<file path="src/sv/mtf_pkg.sv">
package mtf_pkg;

   localparam int SAMPLE_BITS = 16;
   localparam int WINDOW_DEFAULT = 5;

   localparam logic signed [SAMPLE_BITS-1:0] SAMPLE_MIN = {1'b1, {(SAMPLE_BITS-1){1'b0}}};
   localparam logic signed [SAMPLE_BITS-1:0] SAMPLE_MAX = {1'b0, {(SAMPLE_BITS-1){1'b1}}};

   typedef logic signed [SAMPLE_BITS-1:0] sample_type;

   typedef struct packed {
      sample_type roll_sample;
      sample_type pitch_sample;
   } req_type;

   typedef struct packed {
      sample_type first_angle;
      sample_type second_angle;
   } rsp_type;

endpackage

</file>
<file path="src/sv/mtf_lane.sv">
module mtf_lane #(
   parameter int WINDOW = mtf_pkg::WINDOW_DEFAULT
) (
   input  logic                clock,
   input  logic                reset,
   input  logic                load,
   input  mtf_pkg::sample_type sample,
   output mtf_pkg::sample_type median
);

   localparam int HIST_DEPTH = WINDOW - 1;
   localparam int RANK_BITS = $clog2(WINDOW);
   localparam logic [RANK_BITS-1:0] MID_RANK = RANK_BITS'(WINDOW / 2);

   mtf_pkg::sample_type hist_ff [HIST_DEPTH];
   mtf_pkg::sample_type hist_in [HIST_DEPTH];
   mtf_pkg::sample_type elem [WINDOW];
   mtf_pkg::sample_type median_ff;
   mtf_pkg::sample_type median_in;

   // Each element's rank counts smaller values, and equal values at lower
   // positions, so the ranks form a permutation and exactly one is the middle.
   always_comb begin
      logic [WINDOW-1:0] below;
      logic [RANK_BITS-1:0] rank;
      elem[0] = sample;
      for (int i = 0; i < HIST_DEPTH; i++) begin
         elem[i + 1] = hist_ff[i];
      end
      median_in = '0;
      for (int i = 0; i < WINDOW; i++) begin
         for (int j = 0; j < WINDOW; j++) begin
            below[j] = (elem[j] < elem[i]) || ((j < i) && (elem[j] == elem[i]));
         end
         rank = RANK_BITS'($countones(below));
         if (rank == MID_RANK) begin
            median_in = median_in | elem[i];
         end
      end
   end

   always_comb begin
      hist_in[0] = sample;
      for (int i = 1; i < HIST_DEPTH; i++) begin
         hist_in[i] = hist_ff[i - 1];
      end
   end

   always_ff @(posedge clock) begin
      if (reset) begin
         for (int i = 0; i < HIST_DEPTH; i++) begin
            hist_ff[i] <= '0;
         end
      end else if (load) begin
         hist_ff <= hist_in;
      end
   end

   always_ff @(posedge clock) begin
      if (load) begin
         median_ff <= median_in;
      end
   end

   assign median = median_ff;

endmodule

</file>
<file path="src/sv/mtf_merge.sv">
module mtf_merge (
   input  logic                clock,
   input  logic                reset,
   input  logic                in_valid,
   input  mtf_pkg::sample_type pitch_median,
   input  mtf_pkg::sample_type roll_median,
   output logic                in_ready,
   output logic                rsp_valid,
   input  logic                rsp_stall,
   output mtf_pkg::rsp_type    rsp_data
);

   logic             rsp_valid_ff;
   logic             rsp_valid_in;
   mtf_pkg::rsp_type rsp_data_ff;
   mtf_pkg::rsp_type rsp_data_in;

   assign in_ready = !rsp_valid_ff || !rsp_stall;

   always_comb begin
      rsp_data_in.first_angle = pitch_median;
      if (roll_median == mtf_pkg::SAMPLE_MIN) begin
         rsp_data_in.second_angle = mtf_pkg::SAMPLE_MAX;
      end else begin
         rsp_data_in.second_angle = -roll_median;
      end
      rsp_valid_in = in_ready ? in_valid : rsp_valid_ff;
   end

   always_ff @(posedge clock) begin
      if (reset) begin
         rsp_valid_ff <= 1'b0;
      end else begin
         rsp_valid_ff <= rsp_valid_in;
      end
   end

   always_ff @(posedge clock) begin
      if (in_ready && in_valid) begin
         rsp_data_ff <= rsp_data_in;
      end
   end

   assign rsp_valid = rsp_valid_ff;
   assign rsp_data = rsp_data_ff;

   a_no_min_out: assert property (@(posedge clock) disable iff (reset)
      rsp_valid_ff |-> (rsp_data_ff.second_angle != mtf_pkg::SAMPLE_MIN))
      else $error("negated roll median left at the most negative value");

   a_load_shows: assert property (@(posedge clock) disable iff (reset)
      (in_valid && in_ready) |=> rsp_valid_ff)
      else $error("loaded result not presented");

   a_ready_cause: assert property (@(posedge clock) disable iff (reset)
      !in_ready |-> (rsp_valid_ff && rsp_stall))
      else $error("merge stage blocked without a waiting result");

endmodule

</file>
<file path="src/sv/median5_tilt_filter.sv">
// Each axis lane registers its median of an accepted request, then the merge stage
// registers the result on rsp_valid. Throughput: one request per cycle while rsp_stall
// is low; lanes settle medians in comparator rank networks; merge holds one result.
// Reset clears both sample histories to zero and empties the pipeline.
module median5_tilt_filter #(
   parameter int WINDOW = mtf_pkg::WINDOW_DEFAULT
) (
   input  logic             clock,
   input  logic             reset,
   input  logic             req_valid,
   output logic             req_stall,
   input  mtf_pkg::req_type req_data,
   output logic             rsp_valid,
   input  logic             rsp_stall,
   output mtf_pkg::rsp_type rsp_data
);

   logic                s1_valid_ff;
   logic                s1_valid_in;
   logic                s1_ready;
   logic                merge_ready;
   logic                req_accept;
   mtf_pkg::sample_type roll_median;
   mtf_pkg::sample_type pitch_median;

   assign s1_ready = !s1_valid_ff || merge_ready;
   assign req_stall = !s1_ready;
   assign req_accept = req_valid && s1_ready;
   assign s1_valid_in = s1_ready ? req_valid : s1_valid_ff;

   always_ff @(posedge clock) begin
      if (reset) begin
         s1_valid_ff <= 1'b0;
      end else begin
         s1_valid_ff <= s1_valid_in;
      end
   end

   mtf_lane #(.WINDOW(WINDOW)) u_roll_lane (
      .clock  (clock),
      .reset  (reset),
      .load   (req_accept),
      .sample (req_data.roll_sample),
      .median (roll_median)
   );

   mtf_lane #(.WINDOW(WINDOW)) u_pitch_lane (
      .clock  (clock),
      .reset  (reset),
      .load   (req_accept),
      .sample (req_data.pitch_sample),
      .median (pitch_median)
   );

   mtf_merge u_merge (
      .clock        (clock),
      .reset        (reset),
      .in_valid     (s1_valid_ff),
      .pitch_median (pitch_median),
      .roll_median  (roll_median),
      .in_ready     (merge_ready),
      .rsp_valid    (rsp_valid),
      .rsp_stall    (rsp_stall),
      .rsp_data     (rsp_data)
   );

endmodule

</file>
<file path="config.mk">
export PLATFORM = sky130hd
export DESIGN_NAME = median5_tilt_filter
export DESIGN_NICKNAME = d
export VERILOG_FILES = /design/src/sv/mtf_pkg.sv /design/src/sv/mtf_lane.sv /design/src/sv/mtf_merge.sv /design/src/sv/median5_tilt_filter.sv
export SDC_FILE = /design/constraint.sdc
export NUM_CORES = 1
export LEC_CHECK = 0
export BUFFER_PORTS_ARGS = -buffer_cell sky130_fd_sc_hd__buf_4
export CORE_MARGIN = 5
export CORE_UTILIZATION = 43
export DETAILED_ROUTE_END_ITERATION = 16
export PLACE_DENSITY_LB_ADDON = 0.1
export SYNTH_ARGS = -nofsm -noshare
export SYNTH_HDL_FRONTEND = slang
export SYNTH_SLANG_ARGS = --single-unit
</file>
<file path="constraint.sdc">
create_clock -name clock -period 10.94 [get_ports clock]
set_input_delay 2.188 -clock clock [delete_from_list [all_inputs] [get_ports clock]]
set_output_delay 2.188 -clock clock [all_outputs]
set_load 0.005 [all_outputs]
</file>
==> key figures, run 1 <==
Status
  – Status: complete, no violations

Synthesis
  – Share of the yosys chip area belonging to registers: 29.3%
  – Synth Instances: 1841
  – Async SR Flop Fraction: 0%
  – Number of synthesized flops with an enable pin: 64
  – Seq cells post-synth: 194
  – Distinct cell type count of the synthesized netlist: 53
  – Most used DFF post-synth: dfxtp_1
  – Syn_nets: 2228
  – Yosys warning total: 0
  – Mapped Area: 0.0154 sq mm
  – Syn avg cell area: 8.38 sq um

Global route
  – Total global-route track usage: 25.2%
  – Grt met1 use: 38.8%
  – First-pass GRT wire length: 76900 microns
  – Busiest layer in global routing: met1
  – Vias in the first global route: 13100
  – GRT met3 Usage: 3.20%
  – Grt met2 use: 37.9%
  – Initial antenna violation count: 0
  – Largest net degree at the start of global routing: 91
  – Congestion Overflow GR: 0

Floorplanning
  – Core Region: 0.0355 sq mm
  – Die height: 199 microns
  – Starting density of the core: 43.5%
  – Num rows: 69
  – Die W: 199 microns
  – Die area: 0.0397 sq mm
  – # IOs: 70

STA
  – Max-slew violations: 0
  – Setup violators final: 0
  – Final worst setup slack: 4.54 ns
  – FMAX: 156 MHz
  – Clk_skew: 0.0143 ns
  – Final Cycle Share: 58.5%
  – Slew @ Worst Pin: 1.01 ns
  – Hold Vio Cnt, Final: 0
  – Setup_tns: 0 ns
  – RSZ-0062 raised after global routing: no
  – Clock period minus worst slack: 6.40 ns
  – Rel. slew slack: 32.7%

Min path
  – Hold WC Path Type: reg2reg
  – Hold Path End: u_merge.rsp_data[20]
  – Hold depth: 0
  – Hold Crit Start: u_pitch_lane.median[4]

Place
  – Port bufs: 69
  – Detailed Place HPWL: 38800 microns
  – Pre-CTS setup slack: 4.19 ns
  – GP Congestion: 0.938

Final layout
  – Final Util: 48.0%
  – Reg area: 0.00452 sq mm
  – Most common cell after layout, fill and taps aside: nand2_1
  – Footprint of the multi-input gates: 0.0101 sq mm
  – Area grow syn2layout: 10.4%
  – Share of cells above drive strength 1: 6.48%
  – Fin nets: 2271
  – Fillers: 3485
  – Most frequent cells in the layout: 418 x nand2_1, 341 x ha_1, 276 x a21oi_1
  – Inserted Diodes: 0

Critical path
  – Worst Setup Path Type: in2reg
  – CP endpoint kind: register
  – Worst path required time: 11.26 ns
  – Startpoint Class: input port
  – Reg2reg setup slack: 5.95 ns
  – RR Endpoint: u_pitch_lane.median[0]
  – CP arrival: 6.73 ns
  – Crit-path max FO: 9
  – Worst R2R Start: u_pitch_lane.elem[15]
  – FF-to-FF path depth: 15

Route
  – Drt pass-1 iters: 7
  – 1st-iter DRT viols: 1178
  – Final wirelength: 50200 microns
  – Routed vias: 13700
  – Vias per Instance: 5.80
  – Post-route antenna net violation count: 0
  – Mean routed wirelength per cell: 21.3 microns
  – Drt drc: 0

Clock network
  – Clk_lat worst skew: 0.47 ns
  – CTS root buffer: clkbuf_16
  – Num CTS Buffers: 17
  – Hold-fix buffers at CTS: 0
  – CTS tree: built
  – # Post-CTS Setup Buffers: 0
  – Reg clk slew, reported paths: 0.07 ns
  – H-tree depth: 4
  – Worst-case clock buffer depth: 2
  – CTS-repair resized insts: 0
  – CTS sink count: 194

Power and ir drop
  – Leak pwr: 7.70 nW
  – Internal power: 1.39 mW
  – Power share of the sequential group: 38.7%
  – Clk pwr share: 29.4%
  – Switch Pwr: 0.843 mW
  – Switching Share: 37.7%
  – PwrDens: 131 mW/mm^2
  – Comb power frac: 31.9%
  – Max VDD drop: 0.121 mV

Run
  – Max-capacitance violation count: 0
## through the flow
| stage | total power [mW] | instances | instance area (sq um) | hold WS (ns) |
|---|---|---|---|---|
| 2_1_floorplan | 1.29 | 1841 | 15400 | 0.400 |
| 3_3_place_gp | 1.57 | 2326 | 16400 | 0.401 |
| 3_5_place_dp | 1.58 | 2326 | 16400 | 0.406 |
| 4_1_cts | 2.24 | 2358 | 17000 | 0.423 |
| 5_1_grt | 2.35 | 2358 | 17000 | 0.428 |
| 6_report | 2.24 | 2358 | 17000 | 0.421 |
## area by class of cell
cell class | instances | area share [%]
Sequential cell | 194 | 26.6
Inverter | 155 | 3.43
Multi-Input combinational cell | 1436 | 59.6
Tap cell | 461 | 3.39
Clock inverter | 10 | 0.470
Timing Repair Buffer | 80 | 3.53
Clock buffer | 22 | 3.04
## flip-flops by register name (all words and copies together), names as in the netlist
name / count
u_pitch_lane.median: 16
u_merge.rsp_valid: 1
u_roll_lane.elem: 64
s1_valid_ff: 1
u_roll_lane.median: 16
u_merge.rsp_data: 32
u_pitch_lane.elem: 64
## worst max path at each step
stage | startpoint | endpoint | slack (ns) | cells past startpoint
3_5_place_dp | req_data[31] | u_roll_lane.median[15] | 4.19 | 15
4_1_cts | req_data[31] | u_roll_lane.median[9] | 4.65 | 15
6_report | req_data[31] | u_roll_lane.median[9] | 4.54 | 15
5_1_grt | req_data[31] | u_roll_lane.median[15] | 4.46 | 15
3_3_place_gp | req_data[31] | u_roll_lane.median[10] | 4.26 | 15
2_1_floorplan | req_data[15] | u_pitch_lane.median[12] | 5.29 | 18
## power groups by stage
| stage | Combinational [mW] | Clock [mW] | Sequential (mW) |
|---|---|---|---|
| 2_1_floorplan | 0.430 | 0 | 0.857 |
| 3_3_place_gp | 0.688 | 0 | 0.882 |
| 3_5_place_dp | 0.699 | 0 | 0.882 |
| 4_1_cts | 0.705 | 0.670 | 0.866 |
| 5_1_grt | 0.784 | 0.697 | 0.872 |
| 6_report | 0.714 | 0.657 | 0.867 |
## Yosys cell counts (8+ instances only)
cell	number	share of area (%)
a2111o_1	8	0.58
mux2i_1	16	1.0
a21o_1	18	0.88
clkbuf_1	49	1.2
a21boi_0	8	0.39
edfxtp_1	64	12
nand3_1	14	0.45
nand2_1	419	10
dfxtp_1	130	17
nor2_1	36	0.88
a22oi_1	32	1.6
xor2_1	8	0.45
inv_1	155	3.8
fa_1	10	1.3
nor4_1	21	0.85
o21ai_0	38	1.2
nand4_1	47	1.9
nand2b_1	10	0.41
ha_1	341	28
a222oi_1	32	2.1
nor2b_1	10	0.41
nor3_1	28	0.91
a21oi_1	276	9.0
## routing by layer
metal	vias up	part of all wire, %
met3	43	7.3
li1	6717	-
met4	0	1.3
met1	6467	49
met5	-	0
met2	461	42
## worst max-delay path: stages
cell      delay (ns)
buf_4           0.11
inv_1           0.08
ha_1            0.37
nand4_1         0.22
nor4_1          0.65
a21boi_0        0.35
nor4b_1         0.11
mux2i_1         0.31
ha_1            0.32
fa_1            0.42
ha_1            0.28
nor3b_2         0.78
buf_4           0.30
a222oi_1        0.11
nand2_1         0.11
## logic make-up (layout without fill, tap and decap cells)
kind of cell / after synthesis / count (layout) / synth area share [%]
DFF: 194 / 194 / 29.3
buffers and inverters: 211 / 267 / 5.19
AOI/OAI and AO/OA: 441 / 441 / 17.2
xor gates and xnor gates: 13 / 13 / 0.738
muxes: 16 / 16 / 1.04
adders and majority gates: 351 / 351 / 29.0
and+or+nand+nor: 615 / 615 / 17.6
Power figures use the tool's default switching activity.
==> run 2: changes to the inputs <==
--- a/config.mk
+++ b/config.mk
@@ -5,6 +5,7 @@
 export SDC_FILE = /design/constraint.sdc
 export NUM_CORES = 1
 export LEC_CHECK = 0
+export ABC_AREA = 1
 export BUFFER_PORTS_ARGS = -buffer_cell sky130_fd_sc_hd__buf_4
 export CORE_MARGIN = 5
 export CORE_UTILIZATION = 43
==> constraint.sdc (replaced) <==
create_clock -name clock -period 5.15 [get_ports clock]
set_input_delay 1.03 -clock clock [delete_from_list [all_inputs] [get_ports clock]]
set_output_delay 1.03 -clock clock [all_outputs]
set_load 0.005 [all_outputs]
==> run 2 against run 1 <==
Effect of this change:
- core utilization decreased by 0.11 points
- setup slack got worse by 4.0 ns
- synthesized cell count increased by 13%
- total power increased to 2.8 times the previous value
- sequential share of layout area decreased by 1.5 points
- flip-flop and latch count unchanged
- critical endpoint is now u_pitch_lane.median[12]
- largest power group is now combinational logic
- highest routed layer unchanged
==> key figures, run 2 <==
Synthesis
  – Most frequent cell after synthesis: nand2_1
  – Share of the yosys chip area belonging to registers: 27.5% (-1.8 points)
  – Async SR Flop Fraction: 0% (unchanged)
  – Syn avg cell area: 7.89 sq um (-5.8%)
  – Yosys warning total: 0 (unchanged)
  – Syn_nets: 2469 (+11%)
  – Post-synth top area share: 26.0% (-1.7 points)
  – Mapped Area: 0.0164 sq mm (+6.6%)
  – Most used DFF post-synth: dfxtp_1
  – Dominant cells by area after synthesis: ha_1 26%, dfxtp_1 16%, edfxtp_1 12%
  – Synth Instances: 2082 (+13%)
  – Seq cells post-synth: 194 (unchanged)
  – Commonest cells in the netlist: 397 x nand2_1, 341 x ha_1, 279 x inv_1
  – Number of synthesized flops with an enable pin: 64 (unchanged)
  – Distinct cell type count of the synthesized netlist: 38 (-28%)
  – Largest area contributor in the netlist: ha_1

Final layout
  – Most common cell after layout, fill and taps aside: nand2_1
  – Area grow syn2layout: 9.75%
  – Share of cells above drive strength 1: 8.10% (+1.6 points)
  – Fin nets: 2522 (+11%)
  – Inserted Diodes: 0 (unchanged)
  – Most frequent cells in the layout: 397 x nand2_1, 341 x ha_1, 279 x inv_1
  – Fillers: 3786 (+8.6%)
  – Final Util: 47.9% (-0.11 points)
  – Final instance area: 0.0180 sq mm (+5.9%)

STA
  – Setup violators final: 0 (unchanged)
  – Clock period minus worst slack: 4.63 ns
  – Rel. slew slack: 26.3% (-6.5 points)
  – Final Cycle Share: 89.9%
  – Max-slew violations: 0 (unchanged)
  – FMAX: 216 MHz
  – Clk_skew: 0.0151 ns (+0.000734 ns)
  – Setup_tns: 0 ns (unchanged)
  – Worst hold margin: 0.419 ns (-0.00291 ns)
  – Hold Vio Cnt, Final: 0 (unchanged)
  – RSZ-0062 raised after global routing: no
  – Slew @ Worst Pin: 1.11 ns (+0.0971 ns)
  – Final worst setup slack: 0.521 ns (-4.02 ns)

Status
  – Status: complete, no violations

Floorplanning
  – Die height: 205 microns (+3.1%)
  – Num rows: 71 (+2.9%)
  – Die W: 205 microns (+3.1%)
  – Starting density of the core: 43.6% (+0.17 points)
  – Die area: 0.0422 sq mm (+6.2%)
  – # IOs: 70 (unchanged)
  – Core Region: 0.0377 sq mm (+6.2%)

Critical path
  – Delay-heaviest family, CP: simple AND/OR/NAND/NOR gates
  – Slowest CP cell: nor2_1
  – Worst R2R Start: u_pitch_lane.elem[31]
  – CP arrival: 4.91 ns (-1.82 ns)
  – Critical Path Stages: 20 (+5)
  – RR Endpoint: u_pitch_lane.median[12]
  – Buf/Inv on CP: 5 (+2)
  – Worst Setup Path Type: in2reg
  – Startpoint Class: input port
  – CP cell instances: buf_4 > inv_1 > ha_1 > nand2_1 > nor4_1 > nand2_1 > nand2_1 > nand2_1 > nand2_1 > nand2_1 > ha_1 > inv_1 > fa_1 > inv_1 > ha_1 > nand2_1 > nor2_1 > buf_4 > a21oi_1 > o221ai_1
  – Worst path required time: 5.43 ns (-5.83 ns)
  – CP endpoint kind: register
  – Critical path's most frequent cell: nand2_1
  – FF-to-FF path depth: 18 (+3)
  – Crit-path max FO: 11 (+2)
  – Reg2reg setup slack: 0.85 ns (-5.10 ns)
  – Max incr delay on CP: 0.81 ns (+0.03 ns)

Clock network
  – H-tree depth: 4 (unchanged)
  – CTS-repair resized insts: 0 (unchanged)
  – CTS sink count: 194 (unchanged)
  – Hold-fix buffers at CTS: 0 (unchanged)
  – CTS tree: built
  – Clk_lat worst skew: 0.46 ns (about the same)
  – Reg clk slew, reported paths: 0.08 ns (about the same)
  – Worst-case clock buffer depth: 2 (unchanged)
  – # Post-CTS Setup Buffers: 0 (unchanged)
  – CTS root buffer: clkbuf_16
  – Num CTS Buffers: 17 (unchanged)

Place
  – Pre-CTS setup slack: 0.0770 ns (-4.11 ns)
  – GP Congestion: 0.961 (+2.5%)
  – Port bufs: 69 (unchanged)
  – Placed Area: 0.0175 sq mm (+6.3%)
  – Detailed Place HPWL: 38900 microns (+0.29%)

Route
  – Drt pass-1 iters: 5 (-2)
  – 1st-iter DRT viols: 944 (-20%)
  – Post-route antenna net violation count: 0 (unchanged)
  – Drt drc: 0 (unchanged)
  – Vias per Instance: 5.33 (-8.2%)
  – Mean routed wirelength per cell: 18.2 microns (-14%)
  – Routed vias: 14200 (+3.5%)
  – Final wirelength: 48400 microns (-3.6%)

Power and ir drop
  – Max VDD drop: 0.233 mV (+93%)
  – Leak pwr: 8.86 nW (+15%)
  – PwrDens: 342 mW/mm^2 (+160%)

Global route
  – Largest net degree at the start of global routing: 155 (+70%)
  – Congestion Overflow GR: 0 (unchanged)
  – First-pass GRT wire length: 76100 microns (-1.2%)
  – Total global-route track usage: 23.2% (-1.9 points)
  – Vias in the first global route: 13600 (+3.5%)
  – Initial antenna violation count: 0 (unchanged)

Min path
  – Hold Crit Start: u_pitch_lane.median[1]
  – Hold WC Path Type: reg2reg
  – Hold Path End: u_merge.rsp_data[17]
  – Hold depth: 0 (unchanged)

Run
  – Max-capacitance violation count: 0 (unchanged)
==> run 2: changes by cell type after synthesis, sizes merged, moves of 62 or more <==
cell,previous run,this run
nand3,14,76
a211oi,2,128
inv,155,283
a21oi,276,153
nor2,36,248
==> run 2: layer usage <==
metal,GRT usage (%),routed length [microns],vias to the layer above
met5,0,0,-
met4,5.12,790,0
met3,2.49,1760,44
met2,37.8,21900,265
met1,33.4,24000,6589
li1,-,-,7268
==> run 2: power breakdown <==
group | switching [mW] | total, mW | internal, mW
clock network | 0.642 | 1.34 | 0.701
logic | 1.71 | 2.65 | 0.937
registers | 0.244 | 2.18 | 1.93
total | 2.60 | 6.17 | 3.57
==> run 2: cells by family (layout without fill, tap and decap cells) <==
kind of cell | count (synthesis) | after routing | synth area share [%]
AO/OA/AOI/OAI | 414 | 414 | 17.0
XOR/XNOR | 4 | 4 | 0.213
flip-flops | 194 | 194 | 27.5
adder cells (fa/ha/maj) | 351 | 351 | 27.2
AND/OR/NAND/NOR | 783 | 783 | 19.8
buffers and inverters | 336 | 402 | 8.23
==> run 2: cell type report <==
cell class / count / area [sq um] / area share, %
multi-input cells: 1552 / 10600 / 58.6
flip-flops and latches: 194 / 4520 / 25.1
inverters: 283 / 1060 / 5.90
repair buffers: 87 / 666 / 3.69
well taps: 511 / 639 / 3.55
clock buffers: 23 / 468 / 2.59
clock inverters: 9 / 98.8 / 0.548
==> run 2: how the worst max path moves through the flow <==
stage,startpoint,to,slack (ns)
after floorplan,req_data[31],u_roll_lane.median[10],1.17
after global placement,req_data[15],u_pitch_lane.median[12],0.13
after detailed placement,req_data[15],u_pitch_lane.median[13],0.08
after CTS,req_data[15],u_pitch_lane.median[13],0.53
after global routing,req_data[15],u_pitch_lane.median[12],0.28
final,req_data[15],u_pitch_lane.median[12],0.52
==> run 2: stage by stage <==
stage,power (mW),instances
floorplan,3.82,2082
global placement,4.79,2627
detailed placement,4.85,2627
CTS,6.21,2659
global route,6.63,2659
finish,6.17,2659
